<file path="config.mk">
export PLATFORM = sky130hd
export DESIGN_NAME = tlmq_fifo
export DESIGN_NICKNAME = d
export VERILOG_FILES = /design/src/design/tlmq_pkg.sv /design/src/design/tlmq_fifo.sv
export SDC_FILE = /design/constraint.sdc
export NUM_CORES = 1
export LEC_CHECK = 0
export ABC_AREA = 1
export BUFFER_PORTS_ARGS = -buffer_cell sky130_fd_sc_hd__clkbuf_2
export CORE_UTILIZATION = 41
export CTS_CLUSTER_DIAMETER = 150
export CTS_CLUSTER_SIZE = 24
export DETAILED_ROUTE_END_ITERATION = 8
export PLACE_DENSITY = 0.65
export SLEW_MARGIN = 20
export SYNTH_ARGS = -nofsm -noshare
export SYNTH_HDL_FRONTEND = slang
export SYNTH_SLANG_ARGS = --single-unit
</file>
<file path="constraint.sdc">
create_clock -name clk -period 4.1 [get_ports clk]
set_input_delay 0.615 -clock clk [delete_from_list [all_inputs] [get_ports clk]]
set_output_delay 0.615 -clock clk [all_outputs]
set_load 0.01 [all_outputs]
</file>
<file path="src/design/tlmq_pkg.sv">
// Shared types and constants for the timed LCD message queue.
`timescale 1ns / 1ps
package tlmq_pkg;

    localparam int SCREENS    = 2;
    localparam int SLOT_IDX_W = 4;
    localparam int LEN_W      = 6;
    localparam int QDEPTH     = 2;

    localparam logic [7:0] LCD_CLEAR   = 8'h01;
    localparam logic [7:0] CURSOR_ROW0 = 8'h80;
    localparam logic [7:0] CURSOR_ROW1 = 8'hB8;
    localparam logic [7:0] ROW_SPLIT   = 8'd17;
    localparam logic [7:0] ROW1_OFFSET = 8'd9;
    localparam logic [7:0] HOLD_START  = 8'd2;

    typedef enum logic [2:0] {
        CMD_TICK  = 3'd0,
        CMD_WRITE = 3'd1,
        CMD_ERROR = 3'd2,
        CMD_CLEAR = 3'd3,
        CMD_ON    = 3'd4,
        CMD_OFF   = 3'd5
    } cmd_t;

    typedef enum logic [1:0] {
        PH_WAIT = 2'd0,
        PH_READ = 2'd1,
        PH_HOLD = 2'd2,
        PH_DROP = 2'd3
    } phase_t;

    typedef enum logic [1:0] {
        B_IDLE  = 2'd0,
        B_PRIME = 2'd1,
        B_RUN   = 2'd2
    } back_state_t;

    typedef struct packed {
        logic                  is_read;
        logic                  scr;
        logic                  drop;
        logic [SLOT_IDX_W-1:0] slot;
        logic [LEN_W-1:0]      len;
    } job_t;

    typedef struct packed {
        logic                  en;
        logic                  scr;
        logic [SLOT_IDX_W-1:0] slot;
        logic [LEN_W-1:0]      pos;
        logic [7:0]            data;
    } text_wr_t;

endpackage

</file>
<file path="src/design/tlmq_fifo.sv">
// Two-entry job queue between the front and back parts.
`timescale 1ns / 1ps
module tlmq_fifo
    import tlmq_pkg::*;
(
    input  logic clk,
    input  logic rst_n,
    input  logic push,
    input  job_t push_job,
    input  logic pop,
    output job_t head,
    output logic empty,
    output logic full
);

    localparam int PW = $clog2(QDEPTH);

    job_t          mem_reg [QDEPTH];
    logic [PW-1:0] wp_reg;
    logic [PW-1:0] rp_reg;
    logic [PW:0]   cnt_reg;

    assign head  = mem_reg[rp_reg];
    assign empty = (cnt_reg == '0);
    assign full  = (cnt_reg == (PW+1)'(QDEPTH));

    always_ff @(posedge clk)
    begin
        if (push)
        begin
            mem_reg[wp_reg] <= push_job;
        end
    end

    always_ff @(posedge clk or negedge rst_n)
    begin
        if (!rst_n)
        begin
            wp_reg  <= '0;
            rp_reg  <= '0;
            cnt_reg <= '0;
        end
        else
        begin
            if (push)
            begin
                wp_reg <= (wp_reg == PW'(QDEPTH-1)) ? '0 : wp_reg + 1'b1;
            end
            if (pop)
            begin
                rp_reg <= (rp_reg == PW'(QDEPTH-1)) ? '0 : rp_reg + 1'b1;
            end
            if (push && !pop)
            begin
                cnt_reg <= cnt_reg + 1'b1;
            end
            else if (pop && !push)
            begin
                cnt_reg <= cnt_reg - 1'b1;
            end
        end
    end

endmodule

</file>
==> tab_implementation.tex <==
\begin{tabular}{lr}
\hline
Metric & Value \\
\hline
\multicolumn{2}{l}{\textbf{Power}} \\
Internal power of the cells & 597.7 uW \\
Part of the power in registers & 53.6\% \\
Worst vdd rail ir drop & 0.0003236 V \\
Share of total power in the clock network & 18.6\% \\
Power density over the cells & 629.4 mW/mm\^{}2 \\
Logic gate share of total power & 27.8\% \\
Leak pwr & 0.0005787 uW \\
Switching Fraction & 31.12\% \\
Net switching power & 270.1 uW \\
\multicolumn{2}{l}{\textbf{Floorplanning}} \\
Boundary Pins & 32 \\
Total Die Area & 0.003007 mm\^{}2 \\
Initial core utilization & 44.59\% \\
Area of the core & 0.002567 mm\^{}2 \\
Horizontal die dimension & 54.84 um \\
Rows & 18 \\
Die outline height & 54.84 um \\
\multicolumn{2}{l}{\textbf{Place}} \\
Placed cell count & 125 \\
HPWL Detailed & 1.248 mm \\
Port-buffer cells & 31 \\
Gpl congestion & 0.6661 \\
Instance area after placement & 0.001326 mm\^{}2 \\
\multicolumn{2}{l}{\textbf{Detailed routing}} \\
Detailed-routing wirelength on met1 & 766 um \\
Routed wl met3 & 142 um \\
Final WL & 1.852 mm \\
DRT iter0 DRCs & 6 \\
Number of iterations in the first detailed-routing pass & 4 \\
Vias after detailed routing & 643 \\
Top Layer Used & met4 \\
DRC violation count after routing & 0 \\
Routed length per instance & 13.92 um \\
Post-DR vias/cell & 4.835 \\
Number of nets still failing antenna checks after routing & 0 \\
WL met2 & 912 um \\
\multicolumn{2}{l}{\textbf{Synthesis}} \\
Syn Inst Count & 65 \\
Share of the synthesized area in the top cell type & 68.20\% \\
Largest area contributor in the synthesized netlist & edfxtp\_1 \\
Part of the Yosys area used for sequential elements & 76.94\% \\
Synth cell types & 12 \\
FF+latch count, synth & 30 \\
Number of nets produced by synthesis & 83 \\
Cells taking the most area after synthesis & edfxtp\_1 68\%, mux2\_2 13\%, dfrtp\_1 8.7\%, inv\_1 2.3\%, nand2\_1 1.6\% \\
Synth Area per Inst & 17.61 um\^{}2 \\
Number of warnings printed during yosys synthesis & 0 \\
Synthesized cell area & 0.001145 mm\^{}2 \\
\multicolumn{2}{l}{\textbf{Clock network}} \\
Clock input transition at the sequential cells of the worst setup and hold paths & 90 ps \\
Total of hold buffers inserted after clock tree synthesis & 0 \\
Number of buffers created by CTS & 5 \\
Number of setup buffers added after CTS & 0 \\
Count of cells resized by post-cts repair & 0 \\
Clock tree from TritonCTS & yes \\
Clock network latency to the later pin of the worst-skew pair & 320 ps \\
Root buffer cell & clkbuf\_4 \\
Clock tree sinks & 30 \\
Number of buffers on the longest clock path & 2 \\
H-tree Lvls & 2 \\
\multicolumn{2}{l}{\textbf{Final layout}} \\
Layout Area Growth over Synthesis & 20.44\% \\
Final antenna diode count & 0 \\
Non-Filler Instances & 133 \\
Filler cell count & 245 \\
Fraction of final layout cells sized beyond drive strength 1 & 49.51\% \\
Multi-input gate area & 229.0 um\^{}2 \\
Combined flip-flop and latch cell area & 880.8 um\^{}2 \\
Flip-flop count of the largest register after layout & 26 \\
Finished Cell Area & 0.001379 mm\^{}2 \\
Final \#Nets & 120 \\
\multicolumn{2}{l}{\textbf{Timing}} \\
Final-layout setup total negative slack & 0 ps \\
Setup violators final & 0 \\
Skew final & 4.274 ps \\
Achievable Freq & 452.5 MHz \\
Unrepaired setup endpoints after global routing & no \\
Fin crit period & 2210 ps \\
Remaining max-slew budget at the tightest pin & 55.91\% \\
Worst Max-Slew Pin Slew & 660.7 ps \\
Final hold violation count & 0 \\
Fin crit share & 53.90\% \\
Final Max Tran Viols & 0 \\
\multicolumn{2}{l}{\textbf{Setup path}} \\
Highest cell delay on the worst timing path & 740 ps \\
Critical-path cell with the highest stage delay & dfrtp\_1 \\
Depth of the most critical reg-to-reg path & 1 \\
Critical-path cell list & mux2\_2, clkbuf\_2 \\
Startpoint-to-endpoint class of the critical path & reg2out \\
Endpoint required time on the critical path & 3480 ps \\
Crit path launch type & flop \\
Largest fanout of any net on the critical path & 14 \\
Critical Path AT & 1600 ps \\
Worst setup EP type & output pin \\
\multicolumn{2}{l}{\textbf{Worst hold path}} \\
Path class of the lowest-slack min-delay path & in2async \\
\multicolumn{2}{l}{\textbf{GRT}} \\
Final global-route overflow total & 0 \\
Number of antenna violations at the first check in global routing & 0 \\
Maximum number of pins on one net before global-route repair & 15 \\
Number of global-route vias before repair & 574 \\
GRT Resource Usage Total & 14.31\% \\
Global-route wire length before repair & 2.628 mm \\
\multicolumn{2}{l}{\textbf{Flow run}} \\
Number of maximum-capacitance constraint violations & 0 \\
\multicolumn{2}{l}{\textbf{Outcome}} \\
Status & finished clean \\
\hline
\end{tabular}
## cell usage in the layout, fill, tap and decap left out, drive strengths merged
master / n
xor2: 2
ha: 1
mux2: 13
inv: 7
clkbuf: 37
edfxtp: 26
nand4: 1
nand3: 1
xnor2: 1
clkinv: 2
nor2: 3
dfrtp: 4
nand2: 5
## final cells by class
class                      count  area share, %
sequential                    30          63.88
multi-input combinational     27          16.61
timing repair buffer          31          11.25
clock buffer                   6          2.995
tap                           30          2.722
inverter                       7          1.906
clock inverter                 2         0.6352
## through the flow
step / utilization [%] / power (uW) / worst slack (ps) / hold WS [ps]
after floorplan: - / 625.3 / 2506 / 319.4
after global placement: 51.66 / 708.5 / 2086 / 431.0
after detailed placement: 51.66 / 718.7 / 2033 / 432.0
after CTS: 53.61 / 879.6 / 1864 / 71.56
after global routing: 53.70 / 928.3 / 1774 / 59.27
final: 53.70 / 867.8 / 1890 / 81.25
## synth_stat cells
library cell	n
edfxtp_1	26
mux2_2	13
inv_1	7
nand2_1	5
dfrtp_1	4
nor2_1	3
xor2_1	2
buf_6	1
ha_1	1
nand3_1	1
nand4_1	1
xnor2_1	1
## metal layers
layer,global-route usage (%),vias up
li1,-,311
met1,15.59,304
met2,20.88,24
met3,8.611,4
met4,8.974,0
met5,0,-
## power by group through the flow
stage          Clock [uW]  Combinational [uW]  Sequential (uW)
2_1_floorplan           0                 182              443
3_3_place_gp            0                 241              467
3_5_place_dp            0                 246              472
4_1_cts               166                 247              466
5_1_grt               182                 271              475
6_report              162                 241              465
## cell families after synthesis
group | count (synthesis) | synth area share (%)
buffers and inverters | 8 | 3.279
adders and majority gates | 1 | 1.093
DFF | 30 | 76.94
muxes | 13 | 12.79
and+or+nand+nor | 10 | 3.607
xor gates and xnor gates | 3 | 2.296
## final timing paths
path	startpoint	to	slack, ps
setup / recovery	rp_reg	head[12]	1890
hold / removal	rst_n	cnt_reg[1]	80
setup reg to reg	wp_reg	mem_reg[0][2]	2770
hold reg to reg	cnt_reg[1]	cnt_reg[1]	510
max in group asynchronous	rst_n	wp_reg	3890
min in group clk	push_job[4]	mem_reg[1][4]	480
## worst max-delay path, delay by kind of cell (launching register included)
| kind | cells | cell delay (ps) |
|---|---|---|
| buffers and inverters | 1 | 120 |
| multiplexers | 1 | 410 |
| flip-flops | 1 | 740 |
No activity file was read; power rests on OpenSTA's default activity.
