==> src/design/tlmq_pkg.sv <==
// Shared types and constants for the timed LCD message queue.
`timescale 1ns / 1ps
package tlmq_pkg;

    localparam int SCREENS    = 2;
    localparam int SLOT_IDX_W = 4;
    localparam int LEN_W      = 6;
    localparam int QDEPTH     = 2;

    localparam logic [7:0] LCD_CLEAR   = 8'h01;
    localparam logic [7:0] CURSOR_ROW0 = 8'h80;
    localparam logic [7:0] CURSOR_ROW1 = 8'hB8;
    localparam logic [7:0] ROW_SPLIT   = 8'd17;
    localparam logic [7:0] ROW1_OFFSET = 8'd9;
    localparam logic [7:0] HOLD_START  = 8'd2;

    typedef enum logic [2:0] {
        CMD_TICK  = 3'd0,
        CMD_WRITE = 3'd1,
        CMD_ERROR = 3'd2,
        CMD_CLEAR = 3'd3,
        CMD_ON    = 3'd4,
        CMD_OFF   = 3'd5
    } cmd_t;

    typedef enum logic [1:0] {
        PH_WAIT = 2'd0,
        PH_READ = 2'd1,
        PH_HOLD = 2'd2,
        PH_DROP = 2'd3
    } phase_t;

    typedef enum logic [1:0] {
        B_IDLE  = 2'd0,
        B_PRIME = 2'd1,
        B_RUN   = 2'd2
    } back_state_t;

    typedef struct packed {
        logic                  is_read;
        logic                  scr;
        logic                  drop;
        logic [SLOT_IDX_W-1:0] slot;
        logic [LEN_W-1:0]      len;
    } job_t;

    typedef struct packed {
        logic                  en;
        logic                  scr;
        logic [SLOT_IDX_W-1:0] slot;
        logic [LEN_W-1:0]      pos;
        logic [7:0]            data;
    } text_wr_t;

endpackage

==> src/design/tlmq_back.sv <==
// Back part: holds message text and plays jobs out as LCD result items.
`timescale 1ns / 1ps
module tlmq_back
    import tlmq_pkg::*;
#(
    parameter int SLOTS      = 4,
    parameter int SLOT_BYTES = 33
)
(
    input  logic       clk,
    input  logic       rst_n,
    input  text_wr_t   text_wr,
    input  job_t       head,
    input  logic       empty,
    output logic       pop,
    output logic       busy,
    output logic       out_valid,
    input  logic       out_stall,
    output logic       lcd_screen,
    output logic       entry_kind,
    output logic [7:0] cursor_command,
    output logic [7:0] char_code,
    output logic       drop_event,
    output logic       last_of_run
);

    localparam int SW    = $clog2(SLOTS);
    localparam int LW    = $clog2(SLOT_BYTES);
    localparam int AW    = 1 + SW + LW;
    localparam int DEPTH = 2 ** AW;

    logic [7:0]    text_mem [DEPTH];
    logic [7:0]    q_reg;

    back_state_t   st_reg, st_next;
    logic          scr_reg, scr_next;
    logic [SW-1:0] slot_reg, slot_next;
    logic [LW-1:0] len_reg, len_next;
    logic [LW-1:0] pos_reg, pos_next;
    logic [7:0]    cur_reg, cur_next;

    logic          ov_reg, ov_next;
    logic          o_scr_reg, o_scr_next;
    logic          o_kind_reg, o_kind_next;
    logic [7:0]    o_cmd_reg, o_cmd_next;
    logic [7:0]    o_chr_reg, o_chr_next;
    logic          o_drop_reg, o_drop_next;
    logic          o_last_reg, o_last_next;

    logic          out_free;
    logic          rd_en;
    logic [AW-1:0] rd_addr;
    logic          prime_last;
    logic          run_last;
    logic [7:0]    col;

    assign out_free   = !ov_reg || !out_stall;
    assign busy       = (st_reg != B_IDLE);
    assign prime_last = (len_reg == '0) || (q_reg == '0);
    assign run_last   = (((LW+1)'(pos_reg) + 1'b1) >= (LW+1)'(len_reg)) || (q_reg == '0);
    assign col        = 8'(pos_reg) + 8'd1;

    always_ff @(posedge clk)
    begin
        if (text_wr.en)
        begin
            text_mem[{text_wr.scr, text_wr.slot[SW-1:0], text_wr.pos[LW-1:0]}] <= text_wr.data;
        end
        if (rd_en)
        begin
            q_reg <= text_mem[rd_addr];
        end
    end

    always_comb
    begin
        st_next = st_reg;
        case (st_reg)
            B_IDLE:
            begin
                if (!empty && head.is_read)
                begin
                    st_next = B_PRIME;
                end
            end
            B_PRIME:
            begin
                if (out_free)
                begin
                    st_next = prime_last ? B_IDLE : B_RUN;
                end
            end
            B_RUN:
            begin
                if (out_free && run_last)
                begin
                    st_next = B_IDLE;
                end
            end
            default:
            begin
                st_next = B_IDLE;
            end
        endcase
    end

    always_comb
    begin
        pop         = 1'b0;
        rd_en       = 1'b0;
        rd_addr     = {scr_reg, slot_reg, LW'(pos_reg + 2'd2)};
        scr_next    = scr_reg;
        slot_next   = slot_reg;
        len_next    = len_reg;
        pos_next    = pos_reg;
        cur_next    = cur_reg;
        ov_next     = ov_reg && out_stall;
        o_scr_next  = o_scr_reg;
        o_kind_next = o_kind_reg;
        o_cmd_next  = o_cmd_reg;
        o_chr_next  = o_chr_reg;
        o_drop_next = o_drop_reg;
        o_last_next = o_last_reg;
        case (st_reg)
            B_IDLE:
            begin
                if (!empty && (head.is_read || out_free))
                begin
                    pop = 1'b1;
                    if (head.is_read)
                    begin
                        rd_en     = 1'b1;
                        rd_addr   = {head.scr, head.slot[SW-1:0], LW'(0)};
                        scr_next  = head.scr;
                        slot_next = head.slot[SW-1:0];
                        len_next  = head.len[LW-1:0];
                    end
                    else
                    begin
                        ov_next     = 1'b1;
                        o_scr_next  = head.scr;
                        o_kind_next = 1'b0;
                        o_cmd_next  = LCD_CLEAR;
                        o_chr_next  = '0;
                        o_drop_next = head.drop;
                        o_last_next = 1'b1;
                    end
                end
            end
            B_PRIME:
            begin
                if (out_free)
                begin
                    ov_next     = 1'b1;
                    o_scr_next  = scr_reg;
                    o_kind_next = 1'b0;
                    o_cmd_next  = LCD_CLEAR;
                    o_chr_next  = '0;
                    o_drop_next = 1'b0;
                    o_last_next = prime_last;
                    if (!prime_last)
                    begin
                        cur_next = q_reg;
                        pos_next = '0;
                        rd_en    = 1'b1;
                        rd_addr  = {scr_reg, slot_reg, LW'(1)};
                    end
                end
            end
            B_RUN:
            begin
                if (out_free)
                begin
                    ov_next     = 1'b1;
                    o_scr_next  = scr_reg;
                    o_kind_next = 1'b1;
                    o_cmd_next  = (col < ROW_SPLIT) ? (CURSOR_ROW0 + col - 8'd1)
                                                    : (CURSOR_ROW1 + col - ROW1_OFFSET);
                    o_chr_next  = cur_reg;
                    o_drop_next = 1'b0;
                    o_last_next = run_last;
                    if (!run_last)
                    begin
                        cur_next = q_reg;
                        pos_next = pos_reg + 1'b1;
                        rd_en    = 1'b1;
                    end
                end
            end
            default:
            begin
            end
        endcase
    end

    always_ff @(posedge clk or negedge rst_n)
    begin
        if (!rst_n)
        begin
            st_reg <= B_IDLE;
            ov_reg <= 1'b0;
        end
        else
        begin
            st_reg <= st_next;
            ov_reg <= ov_next;
        end
    end

    always_ff @(posedge clk)
    begin
        scr_reg    <= scr_next;
        slot_reg   <= slot_next;
        len_reg    <= len_next;
        pos_reg    <= pos_next;
        cur_reg    <= cur_next;
        o_scr_reg  <= o_scr_next;
        o_kind_reg <= o_kind_next;
        o_cmd_reg  <= o_cmd_next;
        o_chr_reg  <= o_chr_next;
        o_drop_reg <= o_drop_next;
        o_last_reg <= o_last_next;
    end

    assign out_valid      = ov_reg;
    assign lcd_screen     = o_scr_reg;
    assign entry_kind     = o_kind_reg;
    assign cursor_command = o_cmd_reg;
    assign char_code      = o_chr_reg;
    assign drop_event     = o_drop_reg;
    assign last_of_run    = o_last_reg;

`ifndef SYNTH
    a_pop_nonempty: assert property (@(posedge clk) disable iff (!rst_n) pop |-> !empty)
        else $error("job popped from empty queue");
    a_run_in_range: assert property (@(posedge clk) disable iff (!rst_n)
        (st_reg == B_RUN) |-> (pos_reg < len_reg))
        else $error("character position past message length");
    a_prime_read: assert property (@(posedge clk) disable iff (!rst_n)
        (st_reg == B_PRIME) && $past(st_reg == B_IDLE) |-> $past(rd_en))
        else $error("prime state without first text read");
`endif

endmodule

==> config.mk <==
export PLATFORM = sky130hd
export DESIGN_NAME = tlmq_back
export DESIGN_NICKNAME = d
export VERILOG_FILES = /design/src/design/tlmq_pkg.sv /design/src/design/tlmq_back.sv
export SDC_FILE = /design/constraint.sdc
export NUM_CORES = 2
export LEC_CHECK = 0
export BUFFER_PORTS_ARGS = -buffer_cell sky130_fd_sc_hd__buf_2
export CELL_PAD_IN_SITES_DETAIL_PLACEMENT = 1
export CELL_PAD_IN_SITES_GLOBAL_PLACEMENT = 1
export CORE_UTILIZATION = 40
export DETAILED_ROUTE_END_ITERATION = 10
export MAX_ROUTING_LAYER = met4
export PLACE_DENSITY = 0.59
export REMOVE_ABC_BUFFERS = 1
export SETUP_SLACK_MARGIN = 0.4
export SLEW_MARGIN = 20
export SYNTH_ARGS = -nofsm -noshare
export SYNTH_HDL_FRONTEND = slang
export SYNTH_SLANG_ARGS = --single-unit
==> constraint.sdc <==
create_clock -name clk -period 9.3 [get_ports clk]
set_input_delay 1.86 -clock clk [delete_from_list [all_inputs] [get_ports clk]]
set_output_delay 1.86 -clock clk [all_outputs]
set_load 0.02 [all_outputs]
==> reports/qor.yml <==
timing:
  fmax_mhz: 145.9
  hold_viol: 0
  setup_viol: 0
  fin_skew_ns: 0.04360
  tns_ns: 0
  fin_ws_ns: 2.444
  maxSlewHeadroom_pct: 3.102
  fin_crit_sh_pct: 73.72
  worst_pin_slew_ns: 1.453
  rsz0062_at_grt: "false"
  fin_crit_ns: 6.856
  maxSlewViolCount: 0
  holdWs_ns: 0.5284
yosys:
  netlist_instances: 10338
  yosysSeqAreaShare_pct: 76.66
  synth_cell_types: 85
  synth_seq_cells: 4150
  synth_top_cell_by_area: "edfxtp_1"
  synth_edf_count: 4147
  synthArstFlopShare_pct: 0.07229
  yosysTopAreaCellShare_pct: 76.61
  synth_ff_type: "edfxtp_1"
  synth_area_leaders: "edfxtp_1 (77%), nand2_1 (4.1%), mux2i_1 (4.1%)"
  synth.avg_cell_area_um2: 15.72
  syn-cell-area_um2: 162500
  ys_warn_count: 0
clocking:
  h-tree-depth: 5
  cts_buffers: 439
  clockBufferDepth: 4
  postCtsHoldBufs: 0
  cts_tree: "done"
  cts_resized: 0
  insertion_delay_ns: 1.01
  clk_pin_slew_ns: 0.06
  cts_setup_buffers: 0
  cts_root_buffer: "clkbuf_16"
  cts_sinks: 4150
pwr:
  leakage_nw: 59.13
  ir_drop_uv: 321.7
  powerDensity_nw_per_um2: 325.0
global_routing:
  antenna_found_initial: 34
  gr-usage-all-layers_pct: 26.51
  grt_pass1_wl_um: 749300
  grt_pass1_vias: 96697
  grt_max_degree: 190
  grt-ovfl-total: 0
critical_path:
  critPathKind: "input pin to flip-flop"
  crit_start: "empty"
  cp.arrival_ns: 7.53
  critPathRequiredTime_ns: 9.97
  crit_fanout: 34
  cp-end-kind: "flip-flop"
  worst_setup_path_start_kind: "input pin"
  r2r-start: "st_reg[1]"
floorplanning:
  initial_core_util_pct: 40.29
  die_y_um: 639.5
  die_w_um: 639.5
  row_count: 233
  dieArea_um2: 408900
  core_area_um2: 403500
  pin_count: 60
cells_and_area:
  final_cell_mix: "edfxtp_1 (4147), nand2_1 (1778), mux2i_1 (662)"
  layout_commonest_cell: "edfxtp_1"
  nNetsFinal: 10528
  drive_gt1_share_pct: 11.92
  largest_reg_flops: 4096
  design_area_um2: 183500
  syn_to_final_growth_pct: 12.91
route:
  wl_per_cell_um: 33.00
  drt-total-wl_um: 536600
  vias: 95661
  drc_errors: 0
  viasPerCell: 5.884
  drt_iter0_markers: 9957
  drtAntennaViolNets: 0
  dr.pass1.iters: 6
placement:
  port_buffers: 55
  dp_worst_setup_slack_ns: 1.657
  placed_area_um2: 169800
  place_hpwl_um: 330400
  globalplace.congestion: 0.8555
outcome:
  status: "complete, no violations"
hold_path:
  hold_class: "flip-flop to flip-flop"
  hold_path_startpoint: "cur_reg[2]"
job:
  max-cap-violations: 0
## worst max-delay path: stages
cell,delay (ns)
buf_2,0.14
nand3b_2,0.42
inv_2,0.51
o21a_1,0.53
a21oi_2,0.30
nand3_4,0.77
o22ai_1,0.24
or4_1,0.73
o21ai_0,0.66
nand3_1,0.15
nor4_1,0.93
nor4_1,0.17
## cell type report
cell class	count	area (um^2)
repair buffers	367	3351
clock inverters	245	2037
multi-input cells	5504	35070
well taps	5405	6763
flip-flops and latches	4150	124600
fillers	39064	219900
inverters	17	66.31
diodes	17	42.54
clock buffers	552	11600
## synth_stat cells (7+ instances only)
cell / instances
edfxtp_1: 4147
nand2_1: 1793
mux2i_1: 662
nor2_1: 576
a21oi_1: 555
nand3_1: 429
o22ai_1: 288
buf_2: 266
clkbuf_1: 234
mux4_2: 220
a32oi_1: 178
a22oi_1: 154
buf_4: 112
nand4_1: 111
nor4_1: 109
a31oi_1: 66
buf_1: 43
o21ai_0: 30
nor3_1: 28
o211ai_1: 25
and3_1: 23
and2_1: 21
o2111ai_1: 20
or4_1: 20
a211oi_1: 18
a22o_1: 15
inv_1: 15
a221oi_1: 12
buf_6: 12
ha_1: 12
or3_1: 10
nor2b_1: 9
a21boi_0: 8
xor2_1: 7
## power breakdown
| group | internal [mW] | total (mW) | switching [mW] |
|---|---|---|---|
| sequential | 20.8 | 21.0 | 0.173 |
| combinational | 6.49 | 21.8 | 15.3 |
| clock | 9.52 | 16.9 | 7.40 |
| total | 36.8 | 59.6 | 22.9 |
## worst paths after layout
path / cells past startpoint / slack [ns] / to
worst max-delay path: 12 / 2.44 / q_reg[4]
worst min-delay path: 1 / 0.53 / char_code[2]
worst max register to register: 13 / 2.63 / q_reg[4]
worst min register to register: 1 / 0.53 / char_code[2]
max in group asynchronous: 1 / 8.51 / st_reg[1]
min in group asynchronous: 1 / 0.67 / out_valid
## kinds of logic (layout without fill, tap and decap cells)
logic type	count (synthesis)	after routing	synth area share [%]
compound gates	1427	1427	5.653
xor+xnor	12	12	0.06466
fa+ha+maj	12	12	0.09237
buf+inv	684	1181	2.098
flops	4150	4150	76.66
mux	886	886	7.153
other cells	0	17	0
simple gates	3167	3167	8.278
## stage by stage
stage                     utilization [%]  cells  power, mW
after detailed placement            42.10  15443      43.00
after floorplan                         -   9671      33.37
final                               45.49  16257      59.64
after CTS                           45.47  16240      59.83
after global placement              42.09  15442      42.72
after global routing                45.48  16247      61.37
## per-layer routing
metal / share of wire, % / vias to the layer above / global-route usage [%]
li1: - / 40290 / -
met1: 42 / 50994 / 35.35
met2: 48 / 3551 / 42.24
met3: 6.5 / 826 / 3.238
met4: 4.0 / 0 / 9.078
met5: 0 / - / -
Note: power is estimated with default switching activity, not from simulation.
