`config.mk`:
```
export PLATFORM = sky130hd
export DESIGN_NAME = tlmq_front
export DESIGN_NICKNAME = d
export VERILOG_FILES = /design/src/design/tlmq_pkg.sv /design/src/design/tlmq_front.sv
export SDC_FILE = /design/constraint.sdc
export NUM_CORES = 1
export LEC_CHECK = 0
export BUFFER_PORTS_ARGS = -buffer_cell sky130_fd_sc_hd__buf_2
export CAP_MARGIN = 20
export CELL_PAD_IN_SITES_DETAIL_PLACEMENT = 0
export CELL_PAD_IN_SITES_GLOBAL_PLACEMENT = 2
export CORE_MARGIN = 4
export CORE_UTILIZATION = 44
export CTS_CLUSTER_DIAMETER = 100
export DETAILED_ROUTE_END_ITERATION = 16
export PLACE_DENSITY_LB_ADDON = 0.3
export SLEW_MARGIN = 20
export SYNTH_ARGS = -nofsm -noshare
export SYNTH_HDL_FRONTEND = slang
export SYNTH_SLANG_ARGS = --single-unit
```
`constraint.sdc`:
```
create_clock -name clk -period 9.4 [get_ports clk]
set_input_delay 0.47 -clock clk [delete_from_list [all_inputs] [get_ports clk]]
set_output_delay 0.47 -clock clk [all_outputs]
set_load 0.01 [all_outputs]
```
`src/design/tlmq_pkg.sv`:
```
// Shared types and constants for the timed LCD message queue.
`timescale 1ns / 1ps
package tlmq_pkg;

    localparam int SCREENS    = 2;
    localparam int SLOT_IDX_W = 4;
    localparam int LEN_W      = 6;
    localparam int QDEPTH     = 2;

    localparam logic [7:0] LCD_CLEAR   = 8'h01;
    localparam logic [7:0] CURSOR_ROW0 = 8'h80;
    localparam logic [7:0] CURSOR_ROW1 = 8'hB8;
    localparam logic [7:0] ROW_SPLIT   = 8'd17;
    localparam logic [7:0] ROW1_OFFSET = 8'd9;
    localparam logic [7:0] HOLD_START  = 8'd2;

    typedef enum logic [2:0] {
        CMD_TICK  = 3'd0,
        CMD_WRITE = 3'd1,
        CMD_ERROR = 3'd2,
        CMD_CLEAR = 3'd3,
        CMD_ON    = 3'd4,
        CMD_OFF   = 3'd5
    } cmd_t;

    typedef enum logic [1:0] {
        PH_WAIT = 2'd0,
        PH_READ = 2'd1,
        PH_HOLD = 2'd2,
        PH_DROP = 2'd3
    } phase_t;

    typedef enum logic [1:0] {
        B_IDLE  = 2'd0,
        B_PRIME = 2'd1,
        B_RUN   = 2'd2
    } back_state_t;

    typedef struct packed {
        logic                  is_read;
        logic                  scr;
        logic                  drop;
        logic [SLOT_IDX_W-1:0] slot;
        logic [LEN_W-1:0]      len;
    } job_t;

    typedef struct packed {
        logic                  en;
        logic                  scr;
        logic [SLOT_IDX_W-1:0] slot;
        logic [LEN_W-1:0]      pos;
        logic [7:0]            data;
    } text_wr_t;

endpackage

```
`src/design/tlmq_front.sv`:
```
// Front part: accepts items, keeps per-screen queue state, issues jobs and text writes.
`timescale 1ns / 1ps
module tlmq_front
    import tlmq_pkg::*;
#(
    parameter int SLOTS      = 4,
    parameter int SLOT_BYTES = 33
)
(
    input  logic       clk,
    input  logic       rst_n,
    input  logic       accept,
    input  logic [2:0] command,
    input  logic       screen_sel,
    input  logic [7:0] char_byte,
    input  logic       end_of_message,
    input  logic [7:0] timeout,
    output logic       job_valid,
    output job_t       job,
    output text_wr_t   text_wr
);

    localparam int SW = $clog2(SLOTS);
    localparam int LW = $clog2(SLOT_BYTES);
    localparam int CW = $clog2(SLOTS + 1);

    logic             cs_reg, cs_next;
    logic [SLOTS-1:0] occ_reg  [SCREENS];
    logic [SLOTS-1:0] occ_next [SCREENS];
    logic [7:0]       dur_reg  [SCREENS][SLOTS];
    logic [7:0]       dur_next [SCREENS][SLOTS];
    logic [LW-1:0]    len_reg  [SCREENS][SLOTS];
    logic [LW-1:0]    len_next [SCREENS][SLOTS];
    logic             en_reg   [SCREENS];
    logic             en_next  [SCREENS];
    logic             lock_reg [SCREENS];
    logic             lock_next[SCREENS];
    logic [SW-1:0]    wr_reg   [SCREENS];
    logic [SW-1:0]    wr_next  [SCREENS];
    logic [SW-1:0]    rd_reg   [SCREENS];
    logic [SW-1:0]    rd_next  [SCREENS];
    logic [SW-1:0]    shown_reg[SCREENS];
    logic [SW-1:0]    shown_next[SCREENS];
    logic [CW-1:0]    cnt_reg  [SCREENS];
    logic [CW-1:0]    cnt_next [SCREENS];
    phase_t           ph_reg   [SCREENS];
    phase_t           ph_next  [SCREENS];
    logic [7:0]       ht_reg   [SCREENS];
    logic [7:0]       ht_next  [SCREENS];
    logic [LW-1:0]    fp_reg   [SCREENS];
    logic [LW-1:0]    fp_next  [SCREENS];
    logic             fa_reg   [SCREENS];
    logic             fa_next  [SCREENS];
    logic             disc_reg [SCREENS];
    logic             disc_next[SCREENS];

    always_comb
    begin
        logic          s;
        logic          flush;
        logic          done;
        logic          found;
        logic [SW:0]   sum;
        logic [SW-1:0] idx;
        logic [SW-1:0] p;
        logic [SW-1:0] d;
        logic [SW-1:0] r;
        logic [SW-1:0] w;
        cs_next    = cs_reg;
        occ_next   = occ_reg;
        dur_next   = dur_reg;
        len_next   = len_reg;
        en_next    = en_reg;
        lock_next  = lock_reg;
        wr_next    = wr_reg;
        rd_next    = rd_reg;
        shown_next = shown_reg;
        cnt_next   = cnt_reg;
        ph_next    = ph_reg;
        ht_next    = ht_reg;
        fp_next    = fp_reg;
        fa_next    = fa_reg;
        disc_next  = disc_reg;
        job_valid  = 1'b0;
        job        = '0;
        text_wr    = '0;
        flush      = 1'b0;
        done       = 1'b0;
        found      = 1'b0;
        p          = '0;
        sum        = '0;
        idx        = '0;
        d          = '0;
        r          = '0;
        w          = '0;
        s          = screen_sel;

        if (accept)
        begin
            flush = (command == CMD_CLEAR) || (command == CMD_OFF)
                 || ((command == CMD_ERROR) && !fa_reg[s]);
            if (command == CMD_OFF)
            begin
                lock_next[s] = 1'b0;
            end
            if (flush)
            begin
                occ_next[s] = '0;
                for (int i = 0; i < SLOTS; i++)
                begin
                    dur_next[s][i] = '0;
                end
                rd_next[s]  = SW'(SLOTS - 1);
                wr_next[s]  = SW'(SLOTS - 1);
                cnt_next[s] = '0;
                if (fa_reg[s])
                begin
                    disc_next[s] = 1'b1;
                end
                if (!lock_next[s])
                begin
                    job_valid = 1'b1;
                    job.scr   = s;
                end
            end

            case (command)
                CMD_TICK:
                begin
                    cs_next = ~cs_reg;
                    s       = cs_next;
                    if (en_reg[s])
                    begin
                        d = shown_reg[s];
                        case (ph_reg[s])
                            PH_WAIT:
                            begin
                                if (cnt_reg[s] != '0)
                                begin
                                    ph_next[s] = PH_READ;
                                end
                            end
                            PH_READ:
                            begin
                                ph_next[s] = PH_HOLD;
                            end
                            PH_HOLD:
                            begin
                                if (occ_reg[s][d] && (dur_reg[s][d] == '0))
                                begin
                                    done = 1'b1;
                                end
                                else
                                begin
                                    if (cnt_reg[s] == '0)
                                    begin
                                        ph_next[s] = PH_WAIT;
                                    end
                                    else if (dur_reg[s][d] <= ht_reg[s])
                                    begin
                                        ph_next[s] = PH_DROP;
                                    end
                                    ht_next[s] = ht_reg[s] + 8'd1;
                                end
                            end
                            default:
                            begin
                                ph_next[s] = (cnt_reg[s] == '0) ? PH_WAIT : PH_READ;
                            end
                        endcase
                        if (!done && (ph_next[s] == PH_READ))
                        begin
                            for (int k = SLOTS; k >= 1; k--)
                            begin
                                sum = (SW+1)'(rd_reg[s]) + (SW+1)'(k);
                                if (sum >= (SW+1)'(SLOTS))
                                begin
                                    sum = sum - (SW+1)'(SLOTS);
                                end
                                idx = sum[SW-1:0];
                                if (occ_reg[s][idx])
                                begin
                                    found = 1'b1;
                                    p     = idx;
                                end
                            end
                            if (found)
                            begin
                                rd_next[s]    = p;
                                shown_next[s] = p;
                                job_valid     = 1'b1;
                                job.is_read   = 1'b1;
                                job.scr       = s;
                                job.slot      = SLOT_IDX_W'(p);
                                job.len       = LEN_W'(len_reg[s][p]);
                            end
                        end
                        else if (!done && (ph_next[s] == PH_DROP))
                        begin
                            r = rd_reg[s];
                            if (lock_reg[s])
                            begin
                                lock_next[s] = 1'b0;
                                en_next[s]   = 1'b0;
                                ph_next[s]   = PH_WAIT;
                            end
                            if (occ_reg[s][r])
                            begin
                                occ_next[s][r] = 1'b0;
                                cnt_next[s]    = cnt_reg[s] - 1'b1;
                            end
                            dur_next[s][d] = '0;
                            ht_next[s]     = HOLD_START;
                            job_valid      = 1'b1;
                            job.scr        = s;
                            job.drop       = 1'b1;
                        end
                    end
                end
                CMD_WRITE, CMD_ERROR:
                begin
                    if (!fa_reg[s])
                    begin
                        if (command == CMD_ERROR)
                        begin
                            en_next[s]   = 1'b1;
                            lock_next[s] = 1'b1;
                            ph_next[s]   = PH_WAIT;
                        end
                        for (int k = SLOTS; k >= 1; k--)
                        begin
                            sum = (SW+1)'(wr_next[s]) + (SW+1)'(k);
                            if (sum >= (SW+1)'(SLOTS))
                            begin
                                sum = sum - (SW+1)'(SLOTS);
                            end
                            idx = sum[SW-1:0];
                            if (!occ_next[s][idx])
                            begin
                                found = 1'b1;
                                p     = idx;
                            end
                        end
                        fa_next[s] = 1'b1;
                        if (found)
                        begin
                            wr_next[s]     = p;
                            dur_next[s][p] = timeout;
                            fp_next[s]     = '0;
                            disc_next[s]   = 1'b0;
                        end
                        else
                        begin
                            disc_next[s] = 1'b1;
                        end
                    end
                    if (!disc_next[s])
                    begin
                        w = wr_next[s];
                        if ((LW+1)'(fp_next[s]) < (LW+1)'(SLOT_BYTES - 1))
                        begin
                            text_wr.en   = 1'b1;
                            text_wr.scr  = s;
                            text_wr.slot = SLOT_IDX_W'(w);
                            text_wr.pos  = LEN_W'(fp_next[s]);
                            text_wr.data = char_byte;
                            fp_next[s]   = fp_next[s] + 1'b1;
                        end
                        if (end_of_message)
                        begin
                            len_next[s][w] = fp_next[s];
                            occ_next[s][w] = 1'b1;
                            cnt_next[s]    = cnt_next[s] + 1'b1;
                        end
                    end
                    if (end_of_message)
                    begin
                        fa_next[s]   = 1'b0;
                        fp_next[s]   = '0;
                        disc_next[s] = 1'b0;
                    end
                end
                CMD_ON:
                begin
                    en_next[s] = 1'b1;
                end
                CMD_OFF:
                begin
                    en_next[s] = 1'b0;
                end
                default:
                begin
                end
            endcase
        end
    end

    always_ff @(posedge clk or negedge rst_n)
    begin
        if (!rst_n)
        begin
            cs_reg <= 1'b0;
            for (int i = 0; i < SCREENS; i++)
            begin
                occ_reg[i]   <= '0;
                en_reg[i]    <= 1'b1;
                lock_reg[i]  <= 1'b0;
                wr_reg[i]    <= SW'(SLOTS - 1);
                rd_reg[i]    <= SW'(SLOTS - 1);
                shown_reg[i] <= '0;
                cnt_reg[i]   <= '0;
                ph_reg[i]    <= PH_WAIT;
                ht_reg[i]    <= HOLD_START;
                fp_reg[i]    <= '0;
                fa_reg[i]    <= 1'b0;
                disc_reg[i]  <= 1'b0;
                for (int j = 0; j < SLOTS; j++)
                begin
                    dur_reg[i][j] <= '0;
                    len_reg[i][j] <= '0;
                end
            end
        end
        else
        begin
            cs_reg     <= cs_next;
            occ_reg    <= occ_next;
            dur_reg    <= dur_next;
            len_reg    <= len_next;
            en_reg     <= en_next;
            lock_reg   <= lock_next;
            wr_reg     <= wr_next;
            rd_reg     <= rd_next;
            shown_reg  <= shown_next;
            cnt_reg    <= cnt_next;
            ph_reg     <= ph_next;
            ht_reg     <= ht_next;
            fp_reg     <= fp_next;
            fa_reg     <= fa_next;
            disc_reg   <= disc_next;
        end
    end

endmodule

```
==> run summary <==
The flow ran to the end, and the final reports show no timing, DRC or antenna violations. Measured along the x axis, the die boundary spans 168.4 um. The signal on the critical path passes through nor2_1 > a221oi_1 > o21ai_0 > ha_1 > nor2b_1 > o211ai_1 > a21oi_1 > o32a_1 > nor2_1 > a21oi_1 > nor4b_1 > nand3_1 > o311ai_0 > buf_2. The tools report the combined area of all synthesized cells as 11,310 sq um. The worst-case IR drop observed on VDD is 0.1275 mV.

The critical path runs through a total of 14 cells. Highest-delay cell along the critical path: dfrtp_1. The share of synthesized registers carrying an async set or reset was 1.000. The library cell used most frequently in the layout, excluding fill and tap cells, is dfrtp_1.

The logs give 0.3973 for the sequential share of the synthesized area and 0.4480 for the initial core utilization. For this run, design rule violations remaining after detail routing come to 0. The unique cell type count in the Yosys netlist was 99; the final sum of negative setup slack was 0 ns. The simple-gate share of the synthesized area is 0.1586. In this run, CTS created clock tree buffers numbering 17. The wire length per cell was 23.73 um.

CTS built an H-tree with a depth of 4. Timing would allow up to 174.6 MHz. Before antenna repair, the detailed router went through 5 iterations. The area added between synthesis and finish works out to 10.15%. Fill cells in the final layout number 2,401. The register with the most flip-flops in the layout has 64 of them.

For this design the static power due to leakage is 5.559 nW. The share of post-route cells with drive strength above 1 works out to 0.1951. The fraction of the mapped netlist area in compound gates is 0.2214, and the number of violations reported at the end of detailed-routing iteration 0 is 856.

The buffering stage count on the worst path with inverters included was 1. The critical-path maximum fanout was 18. The die is 168.4 um tall. The multiplexer fraction of the synthesized cell area was 0.1545; the global routing usage summed across all routing layers was 0.2577. Number of cells traversed by the worst register-to-register path: 14.

The number of antenna repair diodes was 0; the time the worst path needs with I/O delays and setup was 5.727 ns. TritonCTS built the clock tree. In this run the remaining antenna-violating nets after routing total 0. The tree built by TritonCTS fans out to 179 sinks. Share of the synthesized netlist area taken by xor and xnor gates: 0.008516.

The post-synthesis sequential element count is 179. In this run the count of I/O pins placed on the die edge is 58. The insertion delay to the later sink of the worst-skew pair was 0.45 ns. Setup repair after global routing left no endpoint under its margin.

The total power per unit cell area works out to 248.1 nW/um^2. The post-synthesis area per instance was 9.778 sq um. The tools report the site row count as 58.

The total count of hold-check failures in the final report is 0. For the area of the die, the log shows 28,340 sq um. Number of enable flip-flop cells after synthesis: 0. The data required time of the critical path was 8.93 ns. The vias after detailed routing was 9,537. Cell family with the largest share of critical-path delay: compound AO/OA/AOI/OAI gates.

The number of cells on the worst hold path is 2. The logs give 0.3065 for the worst slew margin relative to its limit and 25,250 sq um for the placeable core region. Port buffer count: 52. The net count reported at finish came out at 1,222. The tightest min-delay check is of the primary input to register type. In the layout the commonest cells are dfrtp_1 (166), nand2_1 (105), nor2_1 (82), o21ai_0 (63), mux2_2 (62).

STA classifies the critical path endpoint as a primary output. The tools report the setup clock skew after layout as 0.02016 ns. The average via count per standard cell was 6.258; the worst-margin pin slew was 1.040 ns. Highest cell delay on the worst timing path: 1.03 ns. The kind of critical path is register to primary output.

The via count of the first global-routing pass was 9,673. The wire-length estimate of the detail-placed layout is 25.20 mm. The overall overflow remaining after global route was 0; the adder and majority gate portion of the synthesized area was 0.01880. The logs give 0 for the initial antenna violation count and 0 for the number of endpoints failing setup at the final stage. The post-route clock period utilization is 0.6093, and the number of instances in the synthesized netlist is 1,157. Wire length of the first global-routing pass: 57.84 mm. The clock transition at the registers of the reported paths came out at 0.08 ns.

The cell sitting at the root of the clock tree is a clkbuf_16. The run gives 70 as the pin count of the biggest net entering global routing. The final weighted congestion in routability-driven placement came out at 0.9081.

In the synthesized netlist the dominant register cell turns out to be dfrtp_1. The register-to-register setup slack was 4.41 ns. The worst setup path is launched from a register. The number of buffers inserted by hold repair at cts is 1. The number of gates resized after CTS was 0. The clock passes through at most 2 buffers. The run gives 5.26 ns as the arrival time of the worst setup path.

The largest family of logic cells by synthesized area was compound AO/OA/AOI/OAI gates. Summed over all layers, the routed wires come to 36.17 mm. The tool flagged a number of max-cap violations equal to 0. Once the clock tree was built, the setup fixing pass inserted 0 buffers. The max-slew violation count was 0. The tightest hold path in the finished design has a slack of 0.3450 ns. For the warning count from the yosys run, the log shows 0.
## routing by layer
layer,vias up,GRT usage,part of all wire
met3,61,0.03545,0.047
met5,-,0,0
li1,4402,-,-
met2,294,0.4305,0.49
met1,4780,0.3546,0.44
met4,0,0.06740,0.023
## logic make-up (layout without fill, tap and decap cells)
family,count (synthesis),count (layout)
other,1,5
adders and majority gates,17,17
xor gates and xnor gates,11,11
buffers and inverters,106,139
AOI/OAI and AO/OA,342,342
and+or+nand+nor,353,353
DFF,179,179
muxes,148,148
## final timing paths
| check | start | endpoint |
|---|---|---|
| max | shown_reg[2] | job[11] |
| min | timeout[7] | dur_reg[23] |
| max reg2reg | shown_reg[2] | cnt_reg[5] |
| min reg2reg | ht_reg[8] | ht_reg[8] |
| max in group asynchronous | rst_n | occ_reg[2] |
| min in group asynchronous | rst_n | ht_reg[5] |
## power by group
part           switching, mW  internal [mW]  leakage [nW]
logic                  0.726          0.493          2.89
registers              0.198          0.927          2.37
clock network          0.377          0.370         0.299
## metrics by stage
stage / cell area, sq um / worst slack (ns) / instances / power, mW / utilization
after floorplan: 11330 / 4.661 / 1161 / 1.979 / -
after global placement: 11840 / 4.164 / 1491 / 2.330 / 0.4687
after detailed placement: 11840 / 4.022 / 1491 / 2.336 / 0.4687
after CTS: 12460 / 3.722 / 1524 / 3.095 / 0.4935
after global routing: 12460 / 3.356 / 1524 / 3.277 / 0.4935
final: 12460 / 3.673 / 1524 / 3.091 / 0.4935
## Yosys cell counts, types with 17 or more instances
master / n / area, sq um
a21oi_1: 56 / 280.3
a22o_1: 41 / 359.1
a31oi_1: 17 / 106.4
and2_1: 18 / 112.6
buf_2: 22 / 110.1
clkbuf_1: 37 / 138.9
dfrtp_1: 167 / 4179
ha_1: 17 / 212.7
inv_1: 31 / 116.4
mux2_2: 62 / 698.2
mux2i_1: 61 / 610.6
nand2_1: 105 / 394.1
nand3_1: 22 / 110.1
nor2_1: 82 / 307.8
nor3_1: 19 / 95.09
o21ai_0: 63 / 315.3
## layout make-up
class	count	area (sq um)	share of cell area
well taps	330	412.9	0.03313
flip-flops and latches	179	4498	0.3609
repair buffers	74	434.2	0.03484
inverters	33	123.9	0.009940
multi-input cells	876	6379	0.5118
clock inverters	14	175.2	0.01406
clock buffers	18	439.2	0.03524
No activity file was read; power rests on OpenSTA's default activity.
